## config.mk

```make
export PLATFORM = sky130hd
export DESIGN_NAME = positional_pid_controller_flat
export DESIGN_NICKNAME = d
export VERILOG_FILES = /design/src/hdl/ppid_pkg.sv /design/src/hdl/ppid_if.sv /design/src/hdl/ppid_regs.sv /design/src/hdl/ppid_ser_mul.sv /design/src/hdl/positional_pid_controller.sv /design/src/flat_wrapper.sv
export SDC_FILE = /design/constraint.sdc
export NUM_CORES = 2
export LEC_CHECK = 0
export BUFFER_PORTS_ARGS = -buffer_cell sky130_fd_sc_hd__buf_2
export CORE_MARGIN = 2
export CORE_UTILIZATION = 40
export DETAILED_ROUTE_END_ITERATION = 7
export GPL_ROUTABILITY_DRIVEN = 0
export GPL_TIMING_DRIVEN = 0
export HOLD_SLACK_MARGIN = 0.03
export SKIP_LAST_GASP = 1
export SLEW_MARGIN = 15
export SYNTH_ARGS = -nofsm -noshare
export SYNTH_HDL_FRONTEND = slang
export SYNTH_SLANG_ARGS = --single-unit
```

## constraint.sdc

```tcl
create_clock -name clk -period 8.4 [get_ports clk]
set_input_delay 0 -clock clk [delete_from_list [all_inputs] [get_ports clk]]
set_output_delay 0 -clock clk [all_outputs]
set_load 0.03 [all_outputs]
```

## src/hdl/ppid_pkg.sv

```systemverilog
// ----------------------------------------------------------------------------
// ppid_pkg - shared types and constants of the positional PID controller
// Fixed field widths, saturation points of the products, register indexes
// and the configuration bundle passed from the register bank to the datapath.
// ----------------------------------------------------------------------------
package ppid_pkg;

  // gains and integration rate, signed Q15.16
  localparam int GAIN_W     = 32;
  // multiplier digit taken per cycle by the serial multiplier
  localparam int DIG_W      = 8;
  // integral accumulator and clamp magnitudes
  localparam int ACC_W      = 40;
  localparam int LIMIT_W    = 15;
  localparam int DRIVE_W    = 16;
  // configuration channel
  localparam int CFG_IDX_W  = 3;
  localparam int CFG_DATA_W = 32;
  // saturation points: integral step at 2^41, proportional and derivative terms at 2^61
  localparam int STEP_SAT_SH = 41;
  localparam int TERM_SAT_SH = 61;

  typedef enum logic [CFG_IDX_W-1:0] {
    REG_PROP_GAIN   = 3'd0,
    REG_INTEG_GAIN  = 3'd1,
    REG_DERIV_GAIN  = 3'd2,
    REG_INTEG_RATE  = 3'd3,
    REG_INTEG_LIMIT = 3'd4,
    REG_DRIVE_LIMIT = 3'd5
  } reg_idx_t;

  typedef struct packed {
    logic signed [GAIN_W-1:0] prop_gain;
    logic signed [GAIN_W-1:0] integ_gain;
    logic signed [GAIN_W-1:0] deriv_gain;
    logic signed [GAIN_W-1:0] integ_rate;
    logic [LIMIT_W-1:0]       integ_limit;
    logic [LIMIT_W-1:0]       drive_limit;
  } cfg_t;

endpackage

```

## src/hdl/ppid_if.sv

```systemverilog
// ----------------------------------------------------------------------------
// ppid_if - valid/ready channels of the positional PID controller
// Input request channel, result channel and configuration write channel.
// ----------------------------------------------------------------------------

// setpoint and measurement, one request per control step
interface ppid_in_if #(parameter int DATA_WIDTH = 16);
  logic                         valid;
  logic                         ready;
  logic signed [DATA_WIDTH-1:0] target;
  logic signed [DATA_WIDTH-1:0] measured;

  modport source (output valid, target, measured, input ready);
  modport sink   (input valid, target, measured, output ready);
endinterface

// controller drive, one result per control step
interface ppid_out_if;
  logic                               valid;
  logic                               ready;
  logic signed [ppid_pkg::DRIVE_W-1:0] drive;

  modport source (output valid, drive, input ready);
  modport sink   (input valid, drive, output ready);
endinterface

// register write channel
interface ppid_cfg_if;
  logic                            valid;
  logic                            ready;
  logic [ppid_pkg::CFG_IDX_W-1:0]  index;
  logic [ppid_pkg::CFG_DATA_W-1:0] data;

  modport source (output valid, index, data, input ready);
  modport sink   (input valid, index, data, output ready);
endinterface

```

## src/hdl/ppid_regs.sv

```systemverilog
// ----------------------------------------------------------------------------
// ppid_regs - configuration register bank
// Decodes writes on the configuration channel into gains and clamp limits.
// Writes to unused indexes are dropped.
// ----------------------------------------------------------------------------
module ppid_regs (
  input  logic              clk,
  input  logic              rst_n,
  ppid_cfg_if.sink          cfg_ch,
  output ppid_pkg::cfg_t    cfg
);

  ppid_pkg::cfg_t cfg_r;

  // writes are always taken
  assign cfg_ch.ready = 1'b1;
  assign cfg          = cfg_r;

  // register write decode
  always_ff @(posedge clk) begin
    if (!rst_n) begin
      cfg_r <= '0;
    end else if (cfg_ch.valid) begin
      unique case (cfg_ch.index)
        ppid_pkg::REG_PROP_GAIN:   cfg_r.prop_gain   <= cfg_ch.data;
        ppid_pkg::REG_INTEG_GAIN:  cfg_r.integ_gain  <= cfg_ch.data;
        ppid_pkg::REG_DERIV_GAIN:  cfg_r.deriv_gain  <= cfg_ch.data;
        ppid_pkg::REG_INTEG_RATE:  cfg_r.integ_rate  <= cfg_ch.data;
        ppid_pkg::REG_INTEG_LIMIT: cfg_r.integ_limit <= cfg_ch.data[ppid_pkg::LIMIT_W-1:0];
        ppid_pkg::REG_DRIVE_LIMIT: cfg_r.drive_limit <= cfg_ch.data[ppid_pkg::LIMIT_W-1:0];
        default: ;
      endcase
    end
  end

endmodule

```

## src/hdl/ppid_ser_mul.sv

```systemverilog
// ----------------------------------------------------------------------------
// ppid_ser_mul - digit-serial unsigned multiplier
// The multiplier operand sits in the low end of a shift register and leaves
// it one digit per cycle; each cycle adds multiplicand times that digit to
// the running upper half and shifts the finished low digit in from the top.
// ----------------------------------------------------------------------------
module ppid_ser_mul #(
  parameter int MCAND_W = 40
) (
  input  logic                                   clk,
  input  logic                                   rst_n,
  input  logic                                   start,
  input  logic [MCAND_W-1:0]                     mcand,
  input  logic [ppid_pkg::GAIN_W-1:0]            mplier,
  output logic                                   done,
  output logic [MCAND_W+ppid_pkg::GAIN_W-1:0]    prod
);

  localparam int PROD_W = MCAND_W + ppid_pkg::GAIN_W;
  localparam int PART_W = MCAND_W + ppid_pkg::DIG_W;
  localparam int DIGITS = ppid_pkg::GAIN_W / ppid_pkg::DIG_W;
  localparam int CNT_W  = $clog2(DIGITS + 1);

  logic [MCAND_W-1:0] mcand_r;
  logic [PROD_W-1:0]  prod_r;
  logic [PROD_W-1:0]  prod_nxt;
  logic [PART_W-1:0]  pp;
  logic [PART_W-1:0]  part;
  logic [CNT_W-1:0]   cnt_r;
  logic               busy_r;
  logic               done_r;

  assign done = done_r;
  assign prod = prod_r;

  // one digit step: upper half plus multiplicand times the next digit
  always_comb begin
    pp       = PART_W'(mcand_r) * PART_W'(prod_r[ppid_pkg::DIG_W-1:0]);
    part     = PART_W'(prod_r[PROD_W-1:ppid_pkg::GAIN_W]) + pp;
    prod_nxt = {part, prod_r[ppid_pkg::GAIN_W-1:ppid_pkg::DIG_W]};
  end

  // digit counter and completion pulse
  always_ff @(posedge clk) begin
    if (!rst_n) begin
      busy_r <= 1'b0;
      done_r <= 1'b0;
      cnt_r  <= '0;
    end else begin
      done_r <= 1'b0;
      if (start) begin
        busy_r <= 1'b1;
        cnt_r  <= CNT_W'(DIGITS);
      end else if (busy_r) begin
        cnt_r <= cnt_r - CNT_W'(1);
        if (cnt_r == CNT_W'(1)) begin
          busy_r <= 1'b0;
          done_r <= 1'b1;
        end
      end
    end
  end

  // operand and product shift register
  always_ff @(posedge clk) begin
    if (start) begin
      mcand_r <= mcand;
      prod_r  <= {{MCAND_W{1'b0}}, mplier};
    end else if (busy_r) begin
      prod_r <= prod_nxt;
    end
  end

endmodule

```

## src/hdl/positional_pid_controller.sv

```systemverilog
// ----------------------------------------------------------------------------
// positional_pid_controller - positional PID with integral clamp
// One control step per request: error, clamped integral, error difference
// and a Q15.16 weighted sum, truncated toward zero and clamped to the drive
// limit.
// ----------------------------------------------------------------------------
// A request (target, measured) is accepted only while the controller is idle
// and gives one drive result; the next request can be taken only once that
// result is in the output register. Each step makes four passes through the one shared
// digit-serial multiplier (40 x 32 bits, 8 multiplier bits per cycle, each
// pass with operand load and capture) for the integral step, the
// proportional, derivative and integral terms, plus the integral clamp and
// the final sum, rounding and clamp in states of their own. A finished
// drive waits in an output register, so a stalled sink holds up only the next
// result. Register writes are taken every cycle and should be made while no
// request is in flight.
// ----------------------------------------------------------------------------
module positional_pid_controller #(
  parameter int DATA_WIDTH = 16,
  parameter int FRAC_BITS  = 16
) (
  input  logic        clk,
  input  logic        rst_n,
  ppid_in_if.sink     in_ch,
  ppid_out_if.source  out_ch,
  ppid_cfg_if.sink    cfg_ch
);

  localparam int GW     = ppid_pkg::GAIN_W;
  localparam int AW     = ppid_pkg::ACC_W;
  localparam int E_W    = DATA_WIDTH + 1;
  localparam int D_W    = DATA_WIDTH + 2;
  localparam int MCW    = (AW > D_W) ? AW : D_W;
  localparam int PW     = MCW + GW;
  localparam int INC_W  = ppid_pkg::STEP_SAT_SH + 2;
  localparam int TERM_W = ppid_pkg::TERM_SAT_SH + 2;
  localparam int AC_W   = TERM_W + 1;
  localparam int B_W    = PW + 1;
  localparam int SUM_W  = ((AW > INC_W) ? AW : INC_W) + 1;
  localparam int W_W    = (((AC_W + FRAC_BITS) > B_W) ? (AC_W + FRAC_BITS) : B_W) + 1;
  localparam int T_W    = W_W - 2 * FRAC_BITS + 1;
  localparam int DRW    = ppid_pkg::DRIVE_W;

  typedef enum logic [6:0] {
    ST_IDLE  = 7'b0000001,
    ST_START = 7'b0000010,
    ST_WAIT  = 7'b0000100,
    ST_ACC   = 7'b0001000,
    ST_SUM1  = 7'b0010000,
    ST_SUM2  = 7'b0100000,
    ST_DONE  = 7'b1000000
  } state_t;

  typedef enum logic [1:0] {
    OP_INC   = 2'd0,
    OP_PROP  = 2'd1,
    OP_DERIV = 2'd2,
    OP_INTEG = 2'd3
  } op_t;

  ppid_pkg::cfg_t cfg;

  state_t state_r, state_nxt;
  op_t    op_r, op_nxt;

  // step state and working registers
  logic signed [E_W-1:0]    prev_r;
  logic signed [E_W-1:0]    e_r;
  logic signed [D_W-1:0]    d_r;
  logic signed [AW-1:0]     acc_r;
  logic signed [INC_W-1:0]  inc_r;
  logic signed [TERM_W-1:0] a_r;
  logic signed [TERM_W-1:0] c_r;
  logic signed [B_W-1:0]    b_r;
  logic signed [AC_W-1:0]   ac_r;
  logic signed [W_W-1:0]    w_r;
  logic                     neg_r;
  logic                     out_valid_r;
  logic signed [DRW-1:0]    out_drive_r;

  logic                     in_take;
  logic                     out_load;
  logic signed [E_W-1:0]    e_nxt;
  logic signed [D_W-1:0]    d_nxt;

  logic [E_W-1:0]           e_mag;
  logic [D_W-1:0]           d_mag;
  logic [AW-1:0]            acc_mag;
  logic [GW-1:0]            rate_mag, pg_mag, dg_mag, ig_mag;
  logic [MCW-1:0]           mul_mcand;
  logic [GW-1:0]            mul_mplier;
  logic                     mul_neg;
  logic                     mul_start;
  logic                     mul_done;
  logic [PW-1:0]            mul_prod;

  logic [PW-1:0]            step_mag, term_mag;
  logic signed [INC_W-1:0]  inc_mag_s;
  logic signed [TERM_W-1:0] term_mag_s;
  logic signed [B_W-1:0]    b_mag_s;

  logic signed [SUM_W-1:0]  acc_sum, ilim;
  logic signed [AW-1:0]     acc_nxt;

  logic signed [T_W-1:0]    t_fl, t_val, lim;
  logic                     t_rnd;
  logic signed [DRW-1:0]    drive_nxt;

  ppid_regs u_regs (
    .clk    (clk),
    .rst_n  (rst_n),
    .cfg_ch (cfg_ch),
    .cfg    (cfg)
  );

  ppid_ser_mul #(
    .MCAND_W (MCW)
  ) u_mul (
    .clk    (clk),
    .rst_n  (rst_n),
    .start  (mul_start),
    .mcand  (mul_mcand),
    .mplier (mul_mplier),
    .done   (mul_done),
    .prod   (mul_prod)
  );

  // handshakes
  assign in_ch.ready  = (state_r == ST_IDLE);
  assign in_take      = in_ch.valid && (state_r == ST_IDLE);
  assign out_load     = (state_r == ST_DONE) && (!out_valid_r || out_ch.ready);
  assign out_ch.valid = out_valid_r;
  assign out_ch.drive = out_drive_r;
  assign mul_start    = (state_r == ST_START);

  // error and error difference at acceptance
  always_comb begin
    e_nxt = E_W'(in_ch.target) - E_W'(in_ch.measured);
    d_nxt = D_W'(e_nxt) - D_W'(prev_r);
  end

  // operand magnitudes and selection for the shared multiplier
  always_comb begin
    e_mag    = e_r[E_W-1] ? E_W'(-e_r) : E_W'(e_r);
    d_mag    = d_r[D_W-1] ? D_W'(-d_r) : D_W'(d_r);
    acc_mag  = acc_r[AW-1] ? AW'(-acc_r) : AW'(acc_r);
    rate_mag = cfg.integ_rate[GW-1] ? GW'(-cfg.integ_rate) : GW'(cfg.integ_rate);
    pg_mag   = cfg.prop_gain[GW-1]  ? GW'(-cfg.prop_gain)  : GW'(cfg.prop_gain);
    dg_mag   = cfg.deriv_gain[GW-1] ? GW'(-cfg.deriv_gain) : GW'(cfg.deriv_gain);
    ig_mag   = cfg.integ_gain[GW-1] ? GW'(-cfg.integ_gain) : GW'(cfg.integ_gain);
    unique case (op_r)
      OP_INC: begin
        mul_mcand  = MCW'(e_mag);
        mul_mplier = rate_mag;
        mul_neg    = e_r[E_W-1] ^ cfg.integ_rate[GW-1];
      end
      OP_PROP: begin
        mul_mcand  = MCW'(e_mag);
        mul_mplier = pg_mag;
        mul_neg    = e_r[E_W-1] ^ cfg.prop_gain[GW-1];
      end
      OP_DERIV: begin
        mul_mcand  = MCW'(d_mag);
        mul_mplier = dg_mag;
        mul_neg    = d_r[D_W-1] ^ cfg.deriv_gain[GW-1];
      end
      default: begin
        mul_mcand  = MCW'(acc_mag);
        mul_mplier = ig_mag;
        mul_neg    = acc_r[AW-1] ^ cfg.integ_gain[GW-1];
      end
    endcase
  end

  // product saturation and sign
  always_comb begin
    step_mag   = (mul_prod > (PW'(1) << ppid_pkg::STEP_SAT_SH)) ?
                 (PW'(1) << ppid_pkg::STEP_SAT_SH) : mul_prod;
    term_mag   = (mul_prod > (PW'(1) << ppid_pkg::TERM_SAT_SH)) ?
                 (PW'(1) << ppid_pkg::TERM_SAT_SH) : mul_prod;
    inc_mag_s  = INC_W'(step_mag);
    term_mag_s = TERM_W'(term_mag);
    b_mag_s    = B_W'(mul_prod);
  end

  // integral update and clamp to the scaled limit
  always_comb begin
    acc_sum = SUM_W'(acc_r) + SUM_W'(inc_r);
    ilim    = SUM_W'({cfg.integ_limit, {FRAC_BITS{1'b0}}});
    if (acc_sum > ilim) begin
      acc_nxt = AW'(ilim);
    end else if (acc_sum < -ilim) begin
      acc_nxt = AW'(-ilim);
    end else begin
      acc_nxt = AW'(acc_sum);
    end
  end

  // truncation toward zero and drive clamp
  always_comb begin
    t_fl  = T_W'(signed'(w_r[W_W-1:2*FRAC_BITS]));
    t_rnd = w_r[W_W-1] & (|w_r[2*FRAC_BITS-1:0]);
    t_val = t_fl + signed'({{(T_W-1){1'b0}}, t_rnd});
    lim   = T_W'(signed'({1'b0, cfg.drive_limit}));
    if (t_val > lim) begin
      drive_nxt = DRW'(lim);
    end else if (t_val < -lim) begin
      drive_nxt = DRW'(-lim);
    end else begin
      drive_nxt = DRW'(t_val);
    end
  end

  // step sequencer
  always_comb begin
    state_nxt = state_r;
    op_nxt    = op_r;
    unique case (state_r)
      ST_IDLE: begin
        if (in_take) begin
          op_nxt    = OP_INC;
          state_nxt = ST_START;
        end
      end
      ST_START: state_nxt = ST_WAIT;
      ST_WAIT: begin
        if (mul_done) begin
          unique case (op_r)
            OP_INC:   state_nxt = ST_ACC;
            OP_PROP: begin
              op_nxt    = OP_DERIV;
              state_nxt = ST_START;
            end
            OP_DERIV: begin
              op_nxt    = OP_INTEG;
              state_nxt = ST_START;
            end
            default:  state_nxt = ST_SUM1;
          endcase
        end
      end
      ST_ACC: begin
        op_nxt    = OP_PROP;
        state_nxt = ST_START;
      end
      ST_SUM1: state_nxt = ST_SUM2;
      ST_SUM2: state_nxt = ST_DONE;
      ST_DONE: begin
        if (out_load) begin
          state_nxt = ST_IDLE;
        end
      end
      default: state_nxt = ST_IDLE;
    endcase
  end

  // control state, integral and previous error
  always_ff @(posedge clk) begin
    if (!rst_n) begin
      state_r     <= ST_IDLE;
      op_r        <= OP_INC;
      out_valid_r <= 1'b0;
      prev_r      <= '0;
      acc_r       <= '0;
    end else begin
      state_r <= state_nxt;
      op_r    <= op_nxt;
      if (out_load) begin
        out_valid_r <= 1'b1;
      end else if (out_ch.ready) begin
        out_valid_r <= 1'b0;
      end
      if (in_take) begin
        prev_r <= e_nxt;
      end
      if (state_r == ST_ACC) begin
        acc_r <= acc_nxt;
      end
    end
  end

  // datapath registers
  always_ff @(posedge clk) begin
    if (in_take) begin
      e_r <= e_nxt;
      d_r <= d_nxt;
    end
    if (mul_start) begin
      neg_r <= mul_neg;
    end
    if ((state_r == ST_WAIT) && mul_done) begin
      unique case (op_r)
        OP_INC:   inc_r <= neg_r ? -inc_mag_s : inc_mag_s;
        OP_PROP:  a_r   <= neg_r ? -term_mag_s : term_mag_s;
        OP_DERIV: c_r   <= neg_r ? -term_mag_s : term_mag_s;
        default:  b_r   <= neg_r ? -b_mag_s : b_mag_s;
      endcase
    end
    if (state_r == ST_SUM1) begin
      ac_r <= AC_W'(a_r) + AC_W'(c_r);
    end
    if (state_r == ST_SUM2) begin
      w_r <= (W_W'(ac_r) <<< FRAC_BITS) + W_W'(b_r);
    end
    if (out_load) begin
      out_drive_r <= drive_nxt;
    end
  end

endmodule

```

## src/flat_wrapper.sv

```systemverilog
// flat-port wrapper written by rule: the top's interface ports become plain ports
module positional_pid_controller_flat 
#(
  parameter int DATA_WIDTH = 16,
  parameter int FRAC_BITS  = 16
)
  (clk, rst_n, in_ch_valid, in_ch_target, in_ch_measured, in_ch_ready, out_ch_valid, out_ch_drive, out_ch_ready, cfg_ch_valid, cfg_ch_index, cfg_ch_data, cfg_ch_ready);
  ppid_in_if #(.DATA_WIDTH(DATA_WIDTH)) in_ch_i ();
  ppid_out_if out_ch_i ();
  ppid_cfg_if cfg_ch_i ();
  input  logic clk;
  input  logic rst_n;
  input wire logic [$bits(in_ch_i.valid)-1:0] in_ch_valid;
  input wire logic [$bits(in_ch_i.target)-1:0] in_ch_target;
  input wire logic [$bits(in_ch_i.measured)-1:0] in_ch_measured;
  output wire logic [$bits(in_ch_i.ready)-1:0] in_ch_ready;
  output wire logic [$bits(out_ch_i.valid)-1:0] out_ch_valid;
  output wire logic [$bits(out_ch_i.drive)-1:0] out_ch_drive;
  input wire logic [$bits(out_ch_i.ready)-1:0] out_ch_ready;
  input wire logic [$bits(cfg_ch_i.valid)-1:0] cfg_ch_valid;
  input wire logic [$bits(cfg_ch_i.index)-1:0] cfg_ch_index;
  input wire logic [$bits(cfg_ch_i.data)-1:0] cfg_ch_data;
  output wire logic [$bits(cfg_ch_i.ready)-1:0] cfg_ch_ready;
  assign in_ch_i.valid = in_ch_valid;
  assign in_ch_i.target = in_ch_target;
  assign in_ch_i.measured = in_ch_measured;
  assign in_ch_ready = in_ch_i.ready;
  assign out_ch_valid = out_ch_i.valid;
  assign out_ch_drive = out_ch_i.drive;
  assign out_ch_i.ready = out_ch_ready;
  assign cfg_ch_i.valid = cfg_ch_valid;
  assign cfg_ch_i.index = cfg_ch_index;
  assign cfg_ch_i.data = cfg_ch_data;
  assign cfg_ch_ready = cfg_ch_i.ready;
  positional_pid_controller #(.DATA_WIDTH(DATA_WIDTH), .FRAC_BITS(FRAC_BITS)) u_core (.clk(clk), .rst_n(rst_n), .in_ch(in_ch_i), .out_ch(out_ch_i), .cfg_ch(cfg_ch_i));
endmodule
```

; Yosys cells after proc, flatten, opt, wreduce, memory -nomap -nowiden
; Cells that the tools add are included.
; W data, S select, Z words.
[word_totals]
register_bits = 781
latchBits = 0
ram_bits = 0
rom_bits = 0
inputBits = 72
mem_count = 0
[op_classes]
addsub = 20
n_mul = 1
div_mod_pow = 0
magnitude_cmp = 6
n_eq_ne = 19
n_shift = 0
mux = 38
bitwise = 8
n_reduce_logical = 28
[op_table]
columns = cell, count
row1 = $mux W32, 6
row2 = $neg A32 Y32, 4
row3 = $mux W63, 2
row4 = $mux W40, 3
row5 = $pmux W32 S3, 1
row6 = $mux W43, 2
row7 = $add A80 B73 Y81, 1
row8 = $pmux W40 S2, 1
row9 = $neg A72 Y73, 1
row10 = $gt A72 B42 Y1 const B, 1
row11 = $gt A72 B62 Y1 const B, 1
row12 = $mux W72, 1
row13 = $add A63 B63 Y64, 1
row14 = $neg A63 Y63, 1
row15 = $add A49 B2 Y50, 1
row16 = $gt A50 B16 Y1, 1
row17 = $lt A50 B50 Y1, 1
row18 = $neg A15 Y50, 1
row19 = $pmux W7 S7, 1
row20 = $add A40 B48 Y48, 1
row21 = $mul A40 B8 Y48, 1
row22 = $add A40 B43 Y44, 1
row23 = $gt A44 B32 Y1, 1
row24 = $lt A44 B44 Y1, 1
row25 = 51 further kinds, 84

; Logic depth before layout (Yosys ltp)
[logic_depth]
word_depth = 6
mapped_depth = 26
mapped_depth_nobuf = 24

; Hierarchy
; Synthesis repeated with hierarchy kept, for this count alone.
[unflattened]
cells_unflattened = 6587
hier_area_um2 = 61196.2
[modules_own_cells]
columns = mod, n_inst, cells_per_inst, area_each_um2, seq_area_each_um2
row1 = positional_pid_controller, 1, 4447, 40107.2, 14523.9
row2 = ppid_ser_mul, 1, 1587, 15290.9, 3062.9
row3 = ppid_regs, 1, 553, 5798.1, 3163.0

; Least setup slack after synthesis
; OpenSTA, ideal clock, no wires.
[synth_path]
kind = flip-flop to flip-flop
from = register u_core.state_r[1]
to = register u_core.state_r[0]
arrival_ns = 9.077
required_ns = 8.279
setup_slack_ns = -0.797
path_stages_with_launch = 5
path_buffers = 0
period_less_slack_ns = 9.197
path_cell_list = dfxtp_1 -> nor4_1 -> nor4bb_1 -> nor2_1 -> a41o_1
[synth_via]
elab_chain_cells = 4
elab_cells_between_ends = 14
classes_between = eq/ne (10) / mux (1) / reduce/logical (3)
[synth_rtl]
columns = item, line_no
row1 = start: declaration, positional_pid_controller.sv:63  ; state_t state_r, state_nxt;
row2 = start signal: assignment, positional_pid_controller.sv:266  ; state_r <= state_nxt;
row3 = $eq A7 B7 Y1 / $eq A7 B1 Y1 (equally long branches), "positional_pid_controller.sv:131, positional_pid_controller.sv:218, positional_pid_controller.sv:130"
row4 = "$logic_and A1 B1 Y1, on equally long branches", "positional_pid_controller.sv:131, positional_pid_controller.sv:130"
row5 = $ne A2 B1 Y1 (no source line), --
row6 = $reduce_and A3 Y1 (no source line), --
; Parallel ways exist; a longest one is shown, timed or not.
; A chain may end at the register's enable or synchronous reset.

; Worst setup path in the final report
[layout_path]
from = register u_core.u_mul.prod_r[6], in the netlist u_core.u_mul.prod[6]
to = register u_core.u_mul.prod_r[70], in the netlist u_core.u_mul.prod[70]
[layout_via]
elab_chain_cells = 2
[layout_rtl]
columns = item, line_no
row1 = start: declaration, ppid_ser_mul.sv:25  ; logic [PROD_W-1:0] prod_r;
row2 = start signal: assignment, ppid_ser_mul.sv:68  ; prod_r <= {{MCAND_W{1'b0}}, mplier};
row3 = start signal: assignment, ppid_ser_mul.sv:70  ; prod_r <= prod_nxt;
row4 = $mul A40 B8 Y48, ppid_ser_mul.sv:38  ; pp = PART_W'(mcand_r) * PART_W'(prod_r[ppid_pkg::DIG_W-1:0]);
row5 = $add A40 B48 Y48, ppid_ser_mul.sv:39  ; part = PART_W'(prod_r[PROD_W-1:ppid_pkg::GAIN_W]) + pp;
; No other way between the ends.

==> results.cfg <==
[timing]
holdWs_ns = 0.0795
drv_slew = 0
setup_slack_ns = 0.554
finalSetupViolCount = 0
fin_crit_ns = 7.85
rsz0062_at_grt = false
finalHoldViolCount = 0
fin_crit_sh_pct = 93.4
max_slew_margin_pct = 18.0
worst_slew_pin_slew_ns = 1.23
tns_ns = 0
skew_ns = 0.0384
max_freq_ghz = 0.127

[status]
run_status = complete, but fails checks
violations = design-rule violations

[synth]
synth_cells = 6702
synthArstFlopShare_pct = 0
synth.distinct_cells = 95
syn_area_per_cell_um2 = 9.10
syn_nets = 7435
ys_warn_count = 0
yosysSeqAreaShare_pct = 34.0
ys_ff_latch = 781
synthesis.area_um2 = 61000
synth_edf_count = 511
yosys_most_used_dff = edfxtp_1

[critical_path]
cp-end-kind = flip-flop
required_ns = 9.01
critPathKind = flip-flop to flip-flop
regToRegSetupSlack_ns = 0.55
reg2regPathDepth = 23
cp-start-kind = flip-flop
r2r-start = u_core.u_mul.prod[6]$_DFFE_PP_
r2r-end = u_core.u_mul.prod[70]$_SDFFE_PP0P_
cp_max_fo = 10
arrival_ns = 8.45

[clock_network]
postCtsHoldBufs = 89
cts_tree = yes
clk_latency_ns = 0.72
numCtsBuffers = 87
root_buffer = clkbuf_16
clock-sinks = 781
path_clk_slew_ns = 0.06
clockBufferDepth = 3
post_cts_resized = 0
post_cts_buffers = 0
htree_levels = 3

[layout]
final_common_cell = nand2_1
area_growth_pct = 11.4
num-nets-final = 7719
drive_gt1_share_pct = 4.65
fin_cells = 9088
final_cell_mix = nand2_1 (927), inv_1 (566), edfxtp_1 (511)

[hold_path]
hold-path-cell-count = 5
hold_path_class = primary input to flip-flop
hold_end = u_core.e_r[1]$_DFFE_PP_
worstHoldStart = in_ch_target[0]

[global_routing]
grt_pass1_wl_um = 297000
grt_pass1_vias = 49200
grt_overflow = 0
grt_use_total_pct = 24.6
antenna_found_initial = 4
grt_start_max_net_pins = 65

[flow_run]
cap_viol_max_count = 0

[floorplanning]
start_util_pct = 40.2
die_h_um = 394
dieArea_um2 = 156000
ios = 91
placementRows = 143
die_width_um = 394
core_um2 = 152000

[power]
intPower_mw = 10.5
clkPwrFrac_pct = 19.6
swShare_pct = 44.4
p_switching_mw = 8.38
leakagePower_nw = 26.8
seqPwrFrac_pct = 24.9
power_density_nw_per_um2 = 278
ir_drop_mv = 0.329
p_comb_share_pct = 55.5

[detailed_routing]
drc = 34
drt-total-wl_um = 196000
routed_via_density = 5.67
wl_per_cell_um = 21.6
vias = 51600
dr.pass1.iters = 8
drt_iter0_markers = 5228
detail-route-antenna-nets = 0

[placed_design]
io_buffers = 89
dp_hpwl_um = 157000
dp_slack_ns = 0.614
dp.cells = 8838
synthesized netlist by cell type (260+ instances only):
cell / count / area [um2]
nand2_1: 927 / 3480
inv_1: 568 / 2130
edfxtp_1: 511 / 15300
ha_1: 388 / 4850
xnor2_1: 385 / 3370
a21oi_1: 336 / 1680
nor2_1: 314 / 1180
o21ai_0: 298 / 1490
clkbuf_1: 278 / 1040
fa_1: 273 / 5470
dfxtp_1: 270 / 5410
and2_1: 260 / 1630
flip-flops by register name, indices dropped and copies added, names as in the netlist, 2 cells and up:
name	cells
u_core.e_r	17
u_core.prev_r	17
u_core.acc_r	40
u_core.c_r	63
u_core.u_mul.prod	72
u_core.u_mul.mcand_r	40
u_core.ac_r	64
u_core.b_r	73
u_core.state_r	7
u_core.out_ch.drive	16
u_core.w_r	81
u_core.op_r	2
u_core.inc_r	43
u_core.d_r	18
u_core.u_regs.cfg	158
u_core.u_mul.cnt_r	3
u_core.a_r	63
critical path: stages (launching register included):
cell	delay [ns]
edfxtp_1	0.44
clkbuf_1	0.70
buf_1	0.57
nand2_1	0.16
fa_1	0.52
fa_1	0.54
inv_1	0.05
fa_1	0.55
inv_1	0.07
fa_1	0.53
inv_1	0.05
ha_1	0.34
nand3_1	0.09
nor2_1	0.15
o31a_1	0.21
o22a_1	0.31
a31oi_1	0.18
a21oi_1	0.60
a21o_1	0.25
o221a_2	0.24
o221ai_1	0.22
o21ai_0	0.28
or4b_2	0.60
o311ai_0	0.10
logic make-up after synthesis:
logic type,share of synthesized area [%]
AO/OA/AOI/OAI,17.0
AND/OR/NAND/NOR,17.7
flip-flops,34.0
multiplexers,1.07
adder cells (fa/ha/maj),17.0
other,0.00615
buffers and inverters,5.44
XOR/XNOR,7.83
power groups by stage:
| stage | sequential [mW] | combinational [mW] | clock (mW) |
|---|---|---|---|
| floorplan | 4.67 | 7.42 | 0 |
| global placement | 4.77 | 10.2 | 0 |
| detailed placement | 4.78 | 10.3 | 0 |
| CTS | 4.69 | 10.4 | 3.75 |
| global route | 4.72 | 11.6 | 3.90 |
| finish | 4.71 | 10.5 | 3.69 |
worst max-delay path by stage:
stage / end / startpoint / cells after the start
final: u_core.u_mul.prod[70]$_SDFFE_PP0P_ / u_core.u_mul.prod[6]$_DFFE_PP_ / 23
after global routing: u_core.u_mul.prod[70]$_SDFFE_PP0P_ / u_core.u_mul.prod[6]$_DFFE_PP_ / 23
after CTS: u_core.u_mul.prod[70]$_SDFFE_PP0P_ / u_core.u_mul.prod[6]$_DFFE_PP_ / 23
after detailed placement: u_core.u_mul.prod[70]$_SDFFE_PP0P_ / u_core.u_mul.prod[6]$_DFFE_PP_ / 23
after global placement: u_core.state_r[0]$_SDFFE_PN1P_ / u_core.state_r[1]$_SDFFE_PN0P_ / 4
after floorplan: u_core.state_r[0]$_SDFFE_PN1P_ / u_core.state_r[1]$_SDFFE_PN0P_ / 4
stage by stage:
step | cell area (um2) | total power, mW | util (%)
6_report | 67900 | 18.9 | 44.8
5_1_grt | 67900 | 20.3 | 44.8
4_1_cts | 67900 | 18.8 | 44.7
3_5_place_dp | 64300 | 15.1 | 42.4
3_3_place_gp | 64000 | 15.0 | 42.2
2_1_floorplan | 61000 | 12.1 | -
area by class of cell:
| type | instances | area [um2] |
|---|---|---|
| buffer | 303 | 1170 |
| timing repair buffer | 195 | 1600 |
| tap | 2030 | 2540 |
| sequential | 781 | 20700 |
| antenna | 1 | 2.50 |
| inverter | 572 | 2150 |
| clock buffer | 114 | 2340 |
| multi-input combinational | 5046 | 37000 |
| clock inverter | 46 | 392 |
| fill | 14700 | 83800 |
metal layers:
layer | vias up | track usage, % | share of wire [%]
met5 | - | 0 | 0.0046
met4 | 2 | 9.66 | 4.4
met3 | 453 | 5.03 | 8.8
met2 | 2097 | 38.8 | 44
met1 | 24900 | 33.2 | 43
li1 | 24100 | - | -
No activity file was read; power rests on OpenSTA's default activity.
